==> src/design/owrl_pkg.sv <==
// Shared types, constants and the octant classifier for the octant winding region lookup.
package owrl_pkg;

  localparam int COORD_BITS             = 16;
  localparam int DIFF_BITS              = COORD_BITS + 1;
  localparam int REGION_COUNT_BITS      = 4;
  localparam int MAX_REGIONS_DEF        = 8;
  localparam int MAX_HULL_VERTICES_DEF  = 16;
  localparam logic [REGION_COUNT_BITS-1:0] REGION_COUNT_RESET = REGION_COUNT_BITS'(1);

  localparam logic OP_LOAD  = 1'b0;
  localparam logic OP_QUERY = 1'b1;

  typedef struct packed {
    logic                         opcode;
    logic [2:0]                   region_sel;
    logic [3:0]                   vertex_index;
    logic                         last_vertex;
    logic signed [COORD_BITS-1:0] coord_x;
    logic signed [COORD_BITS-1:0] coord_y;
  } in_item_t;

  typedef struct packed {
    logic [2:0] region_index;
    logic       inside_found;
  } out_item_t;

  typedef enum logic [1:0] {
    RD_LAST,
    RD_FIRST,
    RD_NEXT
  } rd_sel_t;

  typedef struct packed {
    logic    start;
    logic    set_single;
    logic    sum_clear;
    logic    rd_en;
    rd_sel_t rd_sel;
    logic    diff;
    logic    shift;
    logic    acc_step;
    logic    mul_a;
    logic    mul_b;
    logic    acc_cross;
    logic    region_eval;
    logic    region_next;
    logic    out_load;
  } dp_cmd_t;

  typedef struct packed {
    logic in_query;
    logic single;
    logic none;
    logic region_ok;
    logic region_last;
    logic vertex_last;
    logic opposite;
    logic out_busy;
  } dp_status_t;

  // Octant 0..7 of a vector, counterclockwise from the positive x axis.
  function automatic logic [2:0] octant_of(input logic signed [DIFF_BITS-1:0] x,
                                           input logic signed [DIFF_BITS-1:0] y);
    logic signed [DIFF_BITS:0] s;
    logic [2:0]                q;
    s = {x[DIFF_BITS-1], x} + {y[DIFF_BITS-1], y};
    if (!x[DIFF_BITS-1] && !y[DIFF_BITS-1]) begin
      q = (x > y) ? 3'd0 : 3'd1;
    end else if (x[DIFF_BITS-1] && !y[DIFF_BITS-1]) begin
      q = (s < 0) ? 3'd3 : 3'd2;
    end else if (x[DIFF_BITS-1] && y[DIFF_BITS-1]) begin
      q = (x < y) ? 3'd4 : 3'd5;
    end else begin
      q = (s > 0) ? 3'd7 : 3'd6;
    end
    return q;
  endfunction

endpackage

==> src/design/owrl_ctrl.sv <==
// Query sequencer: walks regions and hull vertices and drives the datapath.
module owrl_ctrl (
  input  logic                clk,
  input  logic                rst,
  input  logic                in_valid,
  output logic                in_ready,
  input  owrl_pkg::dp_status_t status,
  output owrl_pkg::dp_cmd_t    cmd
);
  import owrl_pkg::*;

  typedef enum logic [3:0] {
    S_IDLE,
    S_RSTART,
    S_DIFF,
    S_STEP,
    S_MUL_A,
    S_MUL_B,
    S_CROSS,
    S_RFIN,
    S_DONE
  } state_t;

  state_t state;
  state_t state_next;
  logic   prime;
  logic   prime_next;

  assign in_ready = (state == S_IDLE);

  always_comb begin
    cmd        = '0;
    state_next = state;
    prime_next = prime;
    case (state)
      S_IDLE: begin
        if (in_valid && status.in_query) begin
          cmd.start  = 1'b1;
          state_next = S_RSTART;
        end
      end
      S_RSTART: begin
        cmd.sum_clear = 1'b1;
        if (status.single) begin
          cmd.set_single = 1'b1;
          state_next     = S_DONE;
        end else if (status.none) begin
          state_next = S_DONE;
        end else if (!status.region_ok) begin
          state_next = S_RFIN;
        end else begin
          cmd.rd_en  = 1'b1;
          cmd.rd_sel = RD_LAST;
          prime_next = 1'b1;
          state_next = S_DIFF;
        end
      end
      S_DIFF: begin
        cmd.diff   = 1'b1;
        state_next = S_STEP;
      end
      S_STEP: begin
        if (prime) begin
          // closing vertex only seeds the previous-vertex registers
          cmd.shift  = 1'b1;
          cmd.rd_en  = 1'b1;
          cmd.rd_sel = RD_FIRST;
          prime_next = 1'b0;
          state_next = S_DIFF;
        end else if (status.opposite) begin
          state_next = S_MUL_A;
        end else begin
          cmd.acc_step = 1'b1;
          cmd.shift    = 1'b1;
          if (status.vertex_last) begin
            state_next = S_RFIN;
          end else begin
            cmd.rd_en  = 1'b1;
            cmd.rd_sel = RD_NEXT;
            state_next = S_DIFF;
          end
        end
      end
      S_MUL_A: begin
        cmd.mul_a  = 1'b1;
        state_next = S_MUL_B;
      end
      S_MUL_B: begin
        cmd.mul_b  = 1'b1;
        state_next = S_CROSS;
      end
      S_CROSS: begin
        cmd.acc_cross = 1'b1;
        cmd.shift     = 1'b1;
        if (status.vertex_last) begin
          state_next = S_RFIN;
        end else begin
          cmd.rd_en  = 1'b1;
          cmd.rd_sel = RD_NEXT;
          state_next = S_DIFF;
        end
      end
      S_RFIN: begin
        cmd.region_eval = 1'b1;
        if (status.region_last) begin
          state_next = S_DONE;
        end else begin
          cmd.region_next = 1'b1;
          state_next      = S_RSTART;
        end
      end
      S_DONE: begin
        if (!status.out_busy) begin
          cmd.out_load = 1'b1;
          state_next   = S_IDLE;
        end
      end
      default: begin
        state_next = S_IDLE;
      end
    endcase
  end

  always_ff @(posedge clk) begin
    if (rst) begin
      state <= S_IDLE;
      prime <= 1'b0;
    end else begin
      state <= state_next;
      prime <= prime_next;
    end
  end

endmodule

==> config.mk <==
export PLATFORM = sky130hd
export DESIGN_NAME = owrl_ctrl
export DESIGN_NICKNAME = d
export VERILOG_FILES = /design/src/design/owrl_pkg.sv /design/src/design/owrl_ctrl.sv
export SDC_FILE = /design/constraint.sdc
export NUM_CORES = 1
export LEC_CHECK = 0
export ABC_AREA = 1
export BUFFER_PORTS_ARGS = -buffer_cell sky130_fd_sc_hd__buf_4
export CAP_MARGIN = 15
export CORE_AREA = 2 2 39 41
export CTS_BUF_LIST = sky130_fd_sc_hd__clkbuf_8
export DETAILED_ROUTE_END_ITERATION = 7
export DIE_AREA = 0 0 41 43
export PLACE_DENSITY = 0.67
export SLEW_MARGIN = 30
export SYNTH_ARGS = -nofsm -noshare
export SYNTH_HDL_FRONTEND = slang
export SYNTH_SLANG_ARGS = --single-unit
==> constraint.sdc <==
create_clock -name clk -period 1.4 [get_ports clk]
set_input_delay 0.14 -clock clk [delete_from_list [all_inputs] [get_ports clk]]
set_output_delay 0.14 -clock clk [all_outputs]
set_load 0.03 [all_outputs]
Yosys cells after proc, flatten, opt, wreduce, memory -nomap -nowiden --
Cells that the tools add are included.
Word-level totals: bits in registers 5, input bits 11, output and inout port bits 16
Cells by class: eq/ne operators 13, mux-type cells 38, reductions and logical operators 5
Operators by type and width (count):
- $pmux W4 S9 | 1
- $mux W4 | 7
- $mux W3 | 8
- $eq A4 B3 Y1 const B | 4
- $mux W1 | 16
- $pmux W3 S3 | 1
- $eq A4 B2 Y1 const B | 2
- $ne A2 B2 Y1 const B | 4
- $mux W2 | 3
- $eq A4 B1 Y1 const B | 1
- $eq A4 B4 Y1 const B | 1
- $logic_not A4 Y1 | 1
- $pmux W1 S2 | 2
- $reduce_and A4 Y1 | 1
- $ne A2 B1 Y1 const B | 1
- $reduce_and A2 Y1 | 1
- $reduce_bool A2 Y1 | 1
- $logic_and A1 B1 Y1 | 1

Logic depth before layout (Yosys ltp) --
Gate-level depths: netlist (run 1).
word-level depth 4, depth in mapped cells 9, gate-level depth less buffers 9

Least setup slack after synthesis (run 1) --
No wires, ideal clock.
path type reg2reg, start register state[3], end register state[1], data arrival time 1470 ps, path slack -126 ps, cell stages (with the launch flop) 8, period minus slack after synthesis 1526 ps, cells stage by stage dfxtp_1 inv_2 nand2_2 nor3_1 a21oi_1 nand3_1 nand2_1 inv_1
Between the ends: longest elaborated chain between the ends 3, elaborated cells between the ends (all ways) 13, classes of those cells eq/ne: 10; mux: 1; reduce/logical: 2
RTL lines:
- start: declaration | line owrl_ctrl.sv:24 | state_t state;
- start signal: assignment | line owrl_ctrl.sv:129 | state <= state_next;
- $eq A4 B4 Y1 or $logic_not A4 Y1 (tied branches) | line owrl_ctrl.sv:35 | case (state)
- $ne A2 B2 Y1 (no source line) or $ne A2 B1 Y1 (tied branches)
- $reduce_and A2 Y1 (no source line)
Several ways; a longest one is shown, not always the timed one. A chain may end at the register's enable or synchronous reset.

==> metrics, run 1 <==
number of global-route vias before repair=627; count of final setup violators=5; layout overhead on the synthesized area=99.5%; Worst Tran Pin Value=0.338 ns; die outline height=43 um; Hold Path Stages=2; Worst Reg-to-Reg Cells=11; maximum ir drop on the vdd rail=1010 uV; Slew Limit Fails=0; Vias/cell=4.79; Synth async-reset ratio=0%; signal arrival time at the worst endpoint=1.34 ns; Synthesized Nets=100; Min-Delay Endpoint=state[2]; endpoint of the worst-slack reg-to-reg timing path=state[0]; clock tree from TritonCTS=built; min-delay worst type=in -> reg; Data required, critical path=1.26 ns; run status=finished, violations left; H-tree levels=1; TritonCTS Buffers=3; number of enable flip-flop cells after synthesis=0; final global-route overflow total=0; worst stage delay on the critical path=0.36 ns; number of placed I/O pins=27; clock tree skew after final layout=0.00103 ns; CP Launch Type=register; worst setup timing slack at the placement stage=0.0790 ns; R2R setup slack=0.13 ns; cell type of the slowest stage on the worst timing path=sky130_fd_sc_hd__dfxtp_4; largest net degree at the start of global routing=7; clock root buffer=sky130_fd_sc_hd__clkbuf_8; Routability Congestion=0.786; input/output buffers=26; leading post-synthesis cells by instance count=25 x sky130_fd_sc_hd__nand2_1, 16 x sky130_fd_sc_hd__inv_1, 16 x sky130_fd_sc_hd__nor2_1; average cell area after synthesis=5.37 um^2; startpoint of the worst hold path=rst; Layout Nets=144; via count=709; classification of the worst setup path=reg -> out; number of standard cells after synthesis=89; cell type with the largest total area after synthesis=sky130_fd_sc_hd__dfxtp_1; Longest Clk Path Bufs=2; top cell type's share of synthesized area=20.9%; total detailed-routing wirelength=1730 um; Post-DP HPWL=1100 um; synthesized flop and latch total=5; DRC=0; sequential share of the synthesized area=20.9%; fraction of final layout cells sized beyond drive strength 1=53.8%; final core utilization=68.9%; netlist area before placement=478 um^2; slew margin rel.=77.4%; Core Footprint=1380 um^2; count leader, synth=sky130_fd_sc_hd__nand2_1; PD cells=1030 nW/um^2; First-pass DRT Iterations=4; most instantiated flip-flop cell in the synthesis netlist=sky130_fd_sc_hd__dfxtp_1; final hold violation count=0; Tmin final=1.48 ns; die area=1760 um^2; overall routing resource usage=20.2%; number of antenna violations at the first check in global routing=0; kind of capture point of the worst setup path=output pin; ANT nets after route=0; number of diodes added for antenna fixing=0; Core Rows=14; wire length of the first global-routing pass=2410 um; Detailed Route Iter0 Violations=14; FF-to-FF Start=state[3]; number of max-cap violations=0; later-pin clock latency in the skew report=0.22 ns; cell types with the largest area share after synthesis=sky130_fd_sc_hd__dfxtp_1 21%, sky130_fd_sc_hd__nand2_1 20%, sky130_fd_sc_hd__inv_1 13%; Worst Slack Setup Final=-0.0821 ns; Reg clk slew, reported paths=0.03 ns; series of cell instances along the critical path=nor2_4, nand3_2, inv_2, nand3_2, o211ai_1, buf_4; unrepaired setup endpoints after global routing=true; most frequent cell on the critical path=sky130_fd_sc_hd__nand3_2; failing checks=negative setup slack; period utilisation layout=106%; x dimension of the die=41 um; count of warnings emitted by yosys=0; Fillers=119; Max Clk Rate=675 MHz; synth unique cells=16; mean routed wirelength per cell=11.7 um; sink count of the clock tree=5; effective utilization at floorplan=34.5%; Static Leakage=0.504 nW; CP max FO=3
## worst max-delay path by stage
stage / startpoint / endpoint / slack (ns) / cells after the start
6_report: state[2] / cmd[11] / -0.08 / 6
3_5_place_dp: state[3] / cmd[10] / 0.08 / 8
2_1_floorplan: state[3] / cmd[10] / -0.04 / 7
5_1_grt: state[2] / cmd[11] / -0.15 / 6
3_3_place_gp: state[1] / cmd[11] / 0.11 / 7
4_1_cts: state[3] / cmd[10] / -0.03 / 8
## state kept, by name, indices dropped and copies added (netlist names)
| register | flops |
|---|---|
| prime | 1 |
| state | 4 |
## kinds of logic (layout without fill, tap and decap cells)
| logic type | count (synthesis) | after routing | synth area share [%] |
|---|---|---|---|
| compound gates | 9 | 9 | 10.7 |
| buf+inv | 19 | 62 | 14.9 |
| flops | 5 | 5 | 20.9 |
| simple gates | 56 | 56 | 53.4 |
## per-stage QoR
| stage | std cells | TNS, ns | hold slack, ns | area [um^2] | power (mW) |
|---|---|---|---|---|---|
| global route | 148 | -0.590 | 0.0994 | 953 | 1.04 |
| CTS | 143 | -0.0574 | 0.0943 | 883 | 0.942 |
| floorplan | 89 | -0.0395 | 0.202 | 502 | 0.479 |
| global placement | 132 | 0 | 0.323 | 724 | 0.624 |
| detailed placement | 132 | 0 | 0.328 | 724 | 0.623 |
| finish | 148 | -0.265 | 0.0974 | 953 | 0.979 |
## layout make-up
class                      count  area, um^2  area share, %
clock buffer                   3        41.3           4.33
tap                           16        20.0           2.10
clock inverter                 1        3.75          0.394
inverter                      19        85.1           8.92
sequential                     5         115           12.1
multi-input combinational     65         373           39.1
timing repair buffer          39         315           33.1
## power breakdown
group / total, mW / internal [mW] / switching (mW)
sequential: 0.223 / 0.171 / 0.0522
clock: 0.256 / 0.188 / 0.0679
combinational: 0.501 / 0.207 / 0.294
## what timing repair did
| item | 4_1_cts | 5_1_grt |
|---|---|---|
| pin swaps | 9 | 4 |
| buffers inserted | 7 | 5 |
| resized for setup | 19 | 9 |
| setup endpoints to repair | 3 | 8 |
| hold buffers | 0 | 0 |
## routing by layer
metal | GRT usage, % | up-vias | wire length, um
li1 | - | 360 | -
met1 | 25.5 | 321 | 731
met2 | 30.3 | 22 | 881
met3 | 2.09 | 6 | 75
met4 | 14.0 | 0 | 42
met5 | 0 | - | 0
## layout by cell type (no fill, tap or decap), types with 3 or more instances in the layout
cell type                   n
sky130_fd_sc_hd__nor2_1    14
sky130_fd_sc_hd__clkbuf_8   3
sky130_fd_sc_hd__inv_1     14
sky130_fd_sc_hd__buf_6      6
sky130_fd_sc_hd__nand2_2    6
sky130_fd_sc_hd__a21oi_1    4
sky130_fd_sc_hd__nand2_1   21
sky130_fd_sc_hd__dfxtp_4    4
sky130_fd_sc_hd__buf_4     33
sky130_fd_sc_hd__nor2_4     4
sky130_fd_sc_hd__nand3_2    3
## worst max-delay path: cells and delay by family, from the launching register on
kind	cells	cell delay [ns]
AOI/OAI and AO/OA	1	0.13
and+or+nand+nor	3	0.34
DFF	1	0.36
buffers and inverters	2	0.29
(Power assumes the default switching activity.)
==> inputs of run 2 (changes only) <==
Settings changed: CAP_MARGIN 15 to 20.
Clock period 1.4 ns to 1.8 ns, I/O delays scaled along.
==> run 2 against run 1 <==
  * Global-route usage down 3.7 points
  * Total power is 33% lower
  * Clock skew hardly changed
  * Hold slack better by 0.048 ns
  * Clock power down 23%
  * Combinational power fell by 39%
  * Sequential share of layout area rose by 1.5 points
  * Sequential power down 31%
  * Final area down 23%
  * The flow now finishes without violations
  * Register-to-register slack gained 0.46 ns
  * Via count decreased by 11%
  * Largest cell class unchanged
==> metrics, run 2 (same netlist as run 1, synthesis figures left out) <==
Layout Nets=131 (-9.0%); final global-route overflow total=0 (unchanged); cells resized by post-CTS repair=0 (-19); CP max FO=6 (+3); Longest Clk Path Bufs=2 (unchanged); Data required, critical path=1.62 ns (+0.36 ns); via count=629 (-11%); TritonCTS Buffers=3 (unchanged); First-pass DRT Iterations=4 (unchanged); PD cells=891 nW/um^2 (-13%); DRC=0 (unchanged); CP Launch Type=register; Reg clk slew, reported paths=0.03 ns (about the same); number of max-cap violations=0 (unchanged); Hold Path Stages=2 (unchanged); Core Footprint=1380 um^2 (unchanged); number of stages on the worst setup path=7 (+1); period utilisation layout=90.5%; number of flip-flops under the largest register name=4 (unchanged); Top delay family on crit path=simple AND/OR/NAND/NOR gates; Core Rows=14 (unchanged); later-pin clock latency in the skew report=0.22 ns (about the same); instance area at placement=693 um^2 (-4.3%); most frequent cells in the layout=26 x sky130_fd_sc_hd__buf_4, 25 x sky130_fd_sc_hd__nand2_1, 17 x sky130_fd_sc_hd__inv_1; worst stage delay on the critical path=0.40 ns (+0.04 ns); kind of capture point of the worst setup path=output pin; number of buffers inserted by hold repair at cts=0 (unchanged); Tmin final=1.63 ns; number of antenna violations at the first check in global routing=0 (unchanged); Worst Reg-to-Reg Cells=9 (-2); unrepaired setup endpoints after global routing=false; number of diodes added for antenna fixing=0 (unchanged); Detailed Route Iter0 Violations=10 (-4); overall routing resource usage=16.5% (-3.7 points); Worst Tran Pin Value=0.285 ns (-0.0527 ns); final non-filler cell area=738 um^2 (-23%); count of final setup violators=0 (-5); signal arrival time at the worst endpoint=1.45 ns (+0.11 ns); largest net degree at the start of global routing=7 (unchanged); ANT nets after route=0 (unchanged); wire length of the first global-routing pass=2060 um (-14%); Max Clk Rate=614 MHz; most frequent cell on the critical path=sky130_fd_sc_hd__nand2_1; maximum ir drop on the vdd rail=481 uV (-52%); commonest non-fill, non-tap cell in the layout=sky130_fd_sc_hd__buf_4; series of cell instances along the critical path=nand2_1, nor2_2, inv_2, nor3_4, nand3_1, nand2_1, buf_4; number of placed I/O pins=27 (unchanged); clock tree from TritonCTS=built; clock root buffer=sky130_fd_sc_hd__clkbuf_8; min-delay worst type=in -> reg; sum of negative setup slack=0 ns (+0.265 ns); Post-DP HPWL=1080 um (-1.3%); Critical path buffers and inverters=2 (unchanged); run status=completed; layout overhead on the synthesized area=54.5%; die area=1760 um^2 (unchanged); final hold violation count=0 (unchanged); largest register by flop count=state; Vias/cell=4.66 (-2.7%); total detailed-routing wirelength=1210 um (-30%); cell type of the slowest stage on the worst timing path=sky130_fd_sc_hd__dfxtp_1; number of global-route vias before repair=534 (-15%); mean routed wirelength per cell=8.93 um (-24%); Routability Congestion=0.802 (+2.0%); post-CTS setup buffer count=0 (-7); registers with the most flip-flops=state x4, prime x1; Slew Limit Fails=0 (unchanged); fraction of final layout cells sized beyond drive strength 1=33.6% (-20 points); sink count of the clock tree=5 (unchanged); H-tree levels=1 (unchanged); clock tree skew after final layout=0.000582 ns (-0.000449 ns); classification of the worst setup path=reg -> out; Static Leakage=0.434 nW (-14%); x dimension of the die=41 um (unchanged); effective utilization at floorplan=34.5% (unchanged); input/output buffers=26 (unchanged); slew margin rel.=80.8% (+3.5 points); die outline height=43 um (unchanged)
## run 2: cell count changes in the layout (fill, tap and decap cells not counted), sizes merged
cell	delta
buf	-13
clkinvlp	-1
inv	+1
## run 2: report_power, final
part | switching, mW | internal [mW]
clock | 0.0506 | 0.146
combinational | 0.197 | 0.112
sequential | 0.0256 | 0.127
## run 2: worst reg2reg max path, delay by kind of cell, from the launching register on
| family | cells | cell delay, ns |
|---|---|---|
| AND/OR/NAND/NOR | 8 | 0.53 |
| flip-flops | 1 | 0.47 |
| buffers and inverters | 1 | 0.09 |
## run 2: final timing paths
check           start  endpoint  slack [ns]
min reg2reg     prime     prime        0.58
max          state[0]   cmd[10]        0.17
min               rst     prime        0.14
max reg2reg  state[3]  state[0]        0.59
## run 2: cell type report
type	count	area (um^2)
flip-flops and latches	5	100
repair buffers	26	195
multi-input cells	65	307
clock inverters	1	3.75
inverters	19	71.3
fillers	146	646
clock buffers	3	41.3
well taps	16	20.0
## run 2: stage by stage
stage	total power, mW	worst slack (ns)	util [%]	instances	hold WS, ns
floorplan	0.361	0.257	-	89	0.249
global placement	0.468	0.397	50.1	131	0.375
detailed placement	0.464	0.394	50.1	131	0.373
CTS	0.666	0.148	53.3	135	0.142
global route	0.710	0.0438	53.3	135	0.148
finish	0.658	0.172	53.3	135	0.145
## run 2: metal layers
| metal | track usage [%] | share of wire, % |
|---|---|---|
| met5 | 0 | 0 |
| met4 | 8.00 | 1.2 |
| met3 | 1.57 | 5.1 |
| met2 | 24.1 | 49 |
| met1 | 23.2 | 44 |
==> inputs of run 3 (changes only) <==
Clock period 1.8 ns to 1.7 ns, I/O delays scaled along.
==> run 3 against run 2 <==
  * Combinational power up 6.8%
  * Worst setup slack worse by 0.067 ns
  * Flip-flop and latch count unchanged
  * First-iteration DRC count stayed put
  * Critical endpoint unchanged
  * Via count down 0.16%
  * Global-route usage did not move
  * Clock power increased by 6%
  * Final area rose by 0.85%
==> metrics, run 3 (same netlist as run 1, synthesis figures left out) <==
number of diodes added for antenna fixing=0 (unchanged); count of final setup violators=0 (unchanged); total detailed-routing wirelength=1200 um (about the same); Layout Nets=131 (unchanged); input/output buffers=26 (unchanged); Post-DP HPWL=1080 um (unchanged); die area=1760 um^2 (unchanged); wire length of the first global-routing pass=2060 um (unchanged); fraction of final layout cells sized beyond drive strength 1=34.5% (+0.84 points); unrepaired setup endpoints after global routing=false; maximum ir drop on the vdd rail=510 uV (+6.0%); effective utilization at floorplan=34.5% (unchanged); layout overhead on the synthesized area=55.8%; First-pass DRT Iterations=4 (unchanged); Static Leakage=0.434 nW (+0.15%); Worst Tran Pin Value=0.286 ns (+0.000150 ns); run status=completed; kind of capture point of the worst setup path=output pin; number of max-cap violations=0 (unchanged); Vias/cell=4.65 (-0.16%); TritonCTS Buffers=3 (unchanged); registers with the most flip-flops=state x4, prime x1; commonest non-fill, non-tap cell in the layout=sky130_fd_sc_hd__buf_4; largest net degree at the start of global routing=7 (unchanged); min-delay worst type=in -> reg; Worst Slack Setup Final=0.105 ns (-0.0669 ns); most frequent cells in the layout=26 x sky130_fd_sc_hd__buf_4, 25 x sky130_fd_sc_hd__nand2_1, 17 x sky130_fd_sc_hd__inv_1; Slew Limit Fails=0 (unchanged); clock tree skew after final layout=0.000582 ns (unchanged); CP Launch Type=register; clock tree from TritonCTS=built; CP max FO=5 (-1); overall routing resource usage=16.5% (unchanged); Core Rows=14 (unchanged); clock root buffer=sky130_fd_sc_hd__clkbuf_8; die outline height=43 um (unchanged); x dimension of the die=41 um (unchanged); PD cells=941 nW/um^2 (+5.6%); Tmin final=1.60 ns; Core Footprint=1380 um^2 (unchanged); classification of the worst setup path=reg -> out; largest register by flop count=state; H-tree levels=1 (unchanged); number of flip-flops under the largest register name=4 (unchanged); ANT nets after route=0 (unchanged); number of global-route vias before repair=534 (unchanged); number of buffers inserted by hold repair at cts=0 (unchanged); Routability Congestion=0.802 (unchanged); mean routed wirelength per cell=8.92 um (about the same); number of antenna violations at the first check in global routing=0 (unchanged); via count=628 (-0.16%); number of placed I/O pins=27 (unchanged); Reg clk slew, reported paths=0.03 ns (about the same); DRC=0 (unchanged); worst setup timing slack at the placement stage=0.304 ns (-0.0900 ns); Max Clk Rate=627 MHz; Detailed Route Iter0 Violations=10 (unchanged); sink count of the clock tree=5 (unchanged); Data required, critical path=1.53 ns (-0.09 ns); later-pin clock latency in the skew report=0.22 ns (about the same); slew margin rel.=80.8% (about the same); final hold violation count=0 (unchanged); signal arrival time at the worst endpoint=1.43 ns (-0.02 ns); Longest Clk Path Bufs=2 (unchanged); sum of negative setup slack=0 ns (unchanged); final global-route overflow total=0 (unchanged); period utilisation layout=93.8%
[run 3: changes by cell type in the layout (fill, tap and decap cells not counted)]
cell / previous run / this run
sky130_fd_sc_hd__dfxtp_1: 5 / 4
sky130_fd_sc_hd__nor2_2: 3 / 2
sky130_fd_sc_hd__nor2_4: 1 / 2
sky130_fd_sc_hd__dfxtp_2: 0 / 1
[run 3: through the flow]
step | cell area [um^2] | utilization (%) | cells | hold slack, ns | total power [mW]
global route | 744 | 53.8 | 135 | 0.132 | 0.756
finish | 744 | 53.8 | 135 | 0.128 | 0.700
detailed placement | 693 | 50.1 | 131 | 0.363 | 0.492
global placement | 693 | 50.1 | 131 | 0.365 | 0.495
CTS | 738 | 53.3 | 135 | 0.132 | 0.705
floorplan | 478 | - | 89 | 0.239 | 0.383
[run 3: power by group]
| part | leakage, nW | internal [mW] | total, mW | switching (mW) |
|---|---|---|---|---|
| registers | 0.0410 | 0.136 | 0.164 | 0.0272 |
| logic | 0.366 | 0.119 | 0.329 | 0.210 |
| clock network | 0.0269 | 0.154 | 0.208 | 0.0536 |
| total | 0.434 | 0.410 | 0.700 | 0.291 |
[run 3: path summary, 6_finish.rpt]
path,end,slack (ns),depth (start not counted),start
setup / recovery,cmd[10],0.10,7,state[1]
hold / removal,state[0],0.13,2,rst
setup reg to reg,state[0],0.49,9,state[3]
hold reg to reg,prime,0.57,2,prime
[run 3: timing repair]
| action | CTS | global route |
|---|---|---|
| resized for setup | 0 | 2 |
| setup endpoints to repair | 0 | 1 |
| setup buffers | 0 | 0 |
[run 3: layout make-up]
cell class                      count  area, um^2
Clock buffer                        3        41.3
Clock inverter                      1        3.75
Fill cell                         148         639
Inverter                           19        71.3
Multi-Input combinational cell     65         312
Sequential cell                     5         101
Tap cell                           16        20.0
Timing Repair Buffer               26         195
[run 3: critical path, cell delays in order (launching register included)]
cell and delay (ns):
sky130_fd_sc_hd__dfxtp_1 0.40, sky130_fd_sc_hd__nand2_1 0.15, sky130_fd_sc_hd__nor2_4 0.16, sky130_fd_sc_hd__inv_2 0.07, sky130_fd_sc_hd__nor3_4 0.13, sky130_fd_sc_hd__nand3_1 0.09, sky130_fd_sc_hd__nand2_1 0.06, sky130_fd_sc_hd__buf_4 0.15
[run 3: per-layer routing]
| layer | share of wire, % | global-route usage [%] | vias to the layer above |
|---|---|---|---|
| met5 | 0 | 0 | - |
| met4 | 1.2 | 8.00 | 0 |
| met3 | 5.1 | 1.57 | 2 |
| met2 | 50 | 24.1 | 18 |
| met1 | 44 | 23.2 | 278 |
| li1 | - | - | 330 |
